===== src/rtl/core/greedy_cost_matrix_assigner_macros.svh =====
// assertion helpers shared by the core
`ifndef GREEDY_COST_MATRIX_ASSIGNER_MACROS_SVH
`define GREEDY_COST_MATRIX_ASSIGNER_MACROS_SVH

// same-cycle implication, checked outside reset
`define GCMA_ASSERT_SAME(label, clk, rst_n, ante, cons) \
  label: assert property (@(posedge clk) disable iff (!rst_n) (ante) |-> (cons)) \
    else $error("gcma assertion failed");

// next-cycle implication, checked outside reset
`define GCMA_ASSERT_NEXT(label, clk, rst_n, ante, cons) \
  label: assert property (@(posedge clk) disable iff (!rst_n) (ante) |=> (cons)) \
    else $error("gcma assertion failed");

`endif


===== src/rtl/core/gcma_ram.sv =====
module gcma_ram #(
  parameter int unsigned Width = 16,
  parameter int unsigned Depth = 256
) (
  input  logic                     clk_i,
  input  logic                     we_i,
  input  logic [$clog2(Depth)-1:0] waddr_i,
  input  logic [Width-1:0]         wdata_i,
  input  logic [$clog2(Depth)-1:0] raddr_i,
  output logic [Width-1:0]         rdata_o
);

  logic [Width-1:0] mem_q [Depth];
  logic [Width-1:0] rdata_q;

  // one write port, one registered read port
  always_ff @(posedge clk_i) begin
    if (we_i) begin
      mem_q[waddr_i] <= wdata_i;
    end
    rdata_q <= mem_q[raddr_i];
  end

  assign rdata_o = rdata_q;

endmodule


===== config.mk =====
export PLATFORM = sky130hd
export DESIGN_NAME = gcma_ram
export DESIGN_NICKNAME = d
export VERILOG_FILES = /design/src/rtl/core/greedy_cost_matrix_assigner_macros.svh /design/src/rtl/core/gcma_ram.sv
export SDC_FILE = /design/constraint.sdc
export NUM_CORES = 2
export LEC_CHECK = 0
export BUFFER_PORTS_ARGS = -buffer_cell sky130_fd_sc_hd__clkbuf_2
export CORE_MARGIN = 1
export CORE_UTILIZATION = 60
export DETAILED_ROUTE_END_ITERATION = 8
export GPL_TIMING_DRIVEN = 0
export HOLD_SLACK_MARGIN = 0.1
export PLACE_DENSITY = 0.76
export REMOVE_ABC_BUFFERS = 1
export SETUP_SLACK_MARGIN = 0.3
export SLEW_MARGIN = 0
export SYNTH_ARGS = -nofsm -noshare
export SYNTH_HDL_FRONTEND = slang
export SYNTH_SLANG_ARGS = --single-unit

===== constraint.sdc =====
create_clock -name clk_i -period 4 [get_ports clk_i]
set_clock_uncertainty 0.1 [all_clocks]
set_input_delay 0.2 -clock clk_i [delete_from_list [all_inputs] [get_ports clk_i]]
set_output_delay 0.2 -clock clk_i [all_outputs]
set_load 0.1 [all_outputs]

Word level (Yosys, flattened, before mapping)
Memory sizes are Yosys's and may differ from the RTL's. A register that Yosys moved wholly into a read port is not among the register bits.
Index checks and enable logic that the tools add are counted.
{"block": "word_totals", "regBits": 0, "mem_bits_rw": 4096, "memories": 1, "in_bits": 34}
{"block": "classes", "mux": 2}
{"name": "mem_q", "depth": 256, "width": 16, "rd": 1, "rd_ports_with_merged_regs": 1, "wr": 1, "line_no": "gcma_ram.sv:13", "text": "logic [Width-1:0] mem_q [Depth];"}
{"cell": "two-way mux 1 bit", "n": 2}

Depth between registers and ports, before layout
{"block": "depth", "depth_word": 2, "mapped_depth": 12}

Least setup slack after synthesis
No wires, ideal clock.
{"block": "synth_path", "path_type": "input to register", "start": "in waddr_i[3]", "end": "mem mem_q[235][0] (enable)", "stages": 6, "t_required_ns": 3.512, "t_arrival_ns": 1.977, "slack_ns": 1.535, "setup_time_ns": 0.388, "cell_sequence": "clkbuf_1 -> nor2b_1 -> clkbuf_1 -> nand4_1 -> clkbuf_1 -> nor2_1"}
{"item": "start: declaration", "line_no": "gcma_ram.sv:7", "text": "input logic [$clog2(Depth)-1:0] waddr_i,"}
{"item": "end: declaration", "line_no": "gcma_ram.sv:13"}
Straight into the memory's write port.

==> qor.txt <==
status -> finished, violations left
violated checks -> max-capacitance violations, max-slew violations
R2R setup slack -> 0.62 ns
Clk Latency, worst-skew pair -> 0.93 ns
Crit path top cell by count -> buf_16
1st-pass router iterations -> 9
P per Cell Area -> 494 nW/um^2
endpoints failing setup -> 0
total global routing track utilization -> 31.1%
VDD IR max -> 410 uV
switching part of the total -> 21.6%
total congestion overflow -> 0
Post-synth EDFFs -> 4096
Starting Density -> 60.4%
dpl ws -> -2.39 ns
fraction of layout cells with a size suffix above 1 -> 26.4%
via count -> 80800
P_sw -> 19.3 mW
CP Launch Point -> raddr_i[2]
H-tree depth -> 5
routed wire length -> 414 mm
clock network power share -> 41.2%
CTS Root Cell -> clkbuf_16
CTS Buf Count -> 397
Comb power frac -> 5.5%
slowest stage delay, CP -> 0.99 ns
maximum root-to-sink buffer count -> 4
max-capacitance violation count -> 1
Crit path max-delay family -> compound AO/OA/AOI/OAI gates
crit start category -> input port
CP bufs+invs -> 4
hpwl dp -> 237 mm
Yosys cell types -> 52
vias per inst -> 7.02
FFs w/ async S/R, synth -> 0%
r2r startpoint -> mem_q[140][6]
die height -> 516 um
Mean Syn Cell Area -> 21.6 sq um
most frequent cells in the layout -> edfxtp_1 (4096), mux4_2 (797), mux2i_1 (565)
fin. max-slew vios -> 2
DRT iter0 DRCs -> 12400
Setup WS post-layout -> 0.113 ns
remaining antenna violation count -> 0
Final period util -> 97.2%
Mapped Cells -> 7360
Seq/Total Area, Yosys -> 77.7%
GRT Max-Usage Layer -> met2
Post-CTS Setup Inserts -> 0
Flop pwr share -> 53.3%
Fmax -> 0.257 GHz
nets@finish -> 7708
gp weighted congestion -> 0.923
WP depth -> 10
Req. time, crit path -> 4.66 ns
P&R area growth vs syn -> 13.7%
Crit. End Element -> flop
# DRC -> 0
CP Cell Sequence -> clkbuf_8 > buf_16 > or2_4 > buf_16 > buf_16 > o221ai_1 > a21oi_1 > o31ai_1 > o32ai_2 > nor4_2
top cell type's share of synthesized area -> 77.5%
Synth Cell Area -> 159000 sq um
initial antenna violation count -> 21
# rows -> 188
IO Pins -> 50
Crit path arrival time -> 4.55 ns
met2 Use GR -> 48.0%
Most used DFF post-synth -> edfxtp_1
register bit total from synthesis -> 4112
final core area utilization -> 68.7%
P_int -> 69.9 mW
Crit Path Class -> input port to flop
crit path time final -> 3.89 ns
Worst-path clk slew -> 0.06 ns
P_leak -> 56.8 nW
# port buffers -> 49
Slew HR -> -1.18%
Die W -> 516 um
number of global-route vias before repair -> 80300
largest net degree at the start of global routing -> 149
first-pass GRT wire length -> 584 mm
RR Endpoint -> rdata_o[6]
leading cell type in the layout, fill and taps excluded -> edfxtp_1
Worst-Margin Slew -> 1.51 ns
yosys warns -> 0
Avg WL per Cell -> 35.9 um
Worst Hold Class -> input port to flop
CTS tree -> done
full die area -> 267000 sq um
M1 GR Usage -> 41.8%
Worst path slowest cell -> o31ai_1
core box area -> 263000 sq um
worst-path fanout max -> 73
FF-to-FF path depth -> 6
final hold violation count -> 0
crit path capture -> rdata_o[7]
RSZ-0062 raised after global routing -> no
area leader, netlist -> edfxtp_1
Area contributors post-synth -> edfxtp_1 (77%), mux4_2 (11%), mux2i_1 (3.6%), o221ai_1 (1.4%), nor2_1 (0.72%)
TritonCTS Sinks -> 4112
met3 usage in global routing -> 7.62%
[Yosys cell counts, drive strengths merged (32+ instances only)]
master	count
edfxtp	4096
o221ai	253
nor3	92
clkbuf	230
nor2	304
mux2	88
nand2	38
o22ai	148
a22o	32
nand3	35
mux2i	565
o21ai	38
buf	222
a22oi	43
mux4	797
a21oi	175
[tightest hold or removal path, delay by kind of cell]
family	cells	cell delay (ns)
buffers and inverters	1	0.16
and+or+nand+nor	3	0.73
[metrics by stage]
stage	cell area, sq um	hold slack [ns]	total power, mW	TNS (ns)	cells
6_report	180000	0.261	89.2	0	11500
5_1_grt	180000	0.220	91.0	0	11500
4_1_cts	180000	0.116	89.1	0	11500
3_5_place_dp	167000	0.371	53.0	-33.39	10800
3_3_place_gp	161000	0.736	56.9	-7428.08	10500
2_1_floorplan	156000	0.199	50.4	-42.74	6908
[per-layer routing]
| metal | share of wire (%) | vias to the layer above |
|---|---|---|
| li1 | - | 31900 |
| met1 | 35 | 41800 |
| met2 | 47 | 5997 |
| met3 | 12 | 1117 |
| met4 | 5.9 | 6 |
| met5 | 0.0070 | - |
[power groups by stage]
| stage | Sequential, mW | Combinational [mW] | Clock (mW) |
|---|---|---|---|
| after global routing | 47.5 | 4.99 | 38.5 |
| after floorplan | 48.7 | 1.75 | 0 |
| after CTS | 47.5 | 4.73 | 36.9 |
| after detailed placement | 48.4 | 4.55 | 0 |
| final | 47.5 | 4.87 | 36.8 |
| after global placement | 48.7 | 8.21 | 0 |
[kinds of logic after synthesis]
logic type | Yosys count | synth area share, %
multiplexers | 1450 | 15.5
AO/OA/AOI/OAI | 786 | 3.54
flip-flops | 4112 | 77.7
buffers and inverters | 456 | 1.69
AND/OR/NAND/NOR | 556 | 1.57
[registers in the layout, indices dropped and copies added, names as in the netlist]
| signal | cells |
|---|---|
| mem_q | 4096 |
| rdata_o | 16 |
[worst min path at each step]
stage                    endpoint   startpoint  depth (start not counted)
detailed placement  mem_q[135][8]   wdata_i[8]                          1
finish              mem_q[152][5]   waddr_i[3]                          4
floorplan             mem_q[0][0]   wdata_i[0]                          0
global route        mem_q[153][5]   waddr_i[3]                          4
global placement      rdata_o[10]  rdata_o[10]                          1
CTS                 mem_q[154][5]   waddr_i[3]                          4
[cell type report]
type / count / area (sq um)
multi-input combinational: 2793 / 33900
timing repair buffer: 366 / 6160
inverter: 4 / 27.5
antenna: 11 / 27.5
sequential: 4112 / 123000
tap: 3515 / 4400
fill: 14900 / 82400
clock inverter: 221 / 2110
clock buffer: 490 / 10400
[what timing repair did]
item                                    CTS  global route
setup endpoints to repair                16            30
gates resized for setup                  51            18
hold buffers                             25             0
cloned                                   10             4
pin swaps                                 0             1
endpoints found under the hold margin  2208             0
Power figures use the tool's default switching activity.
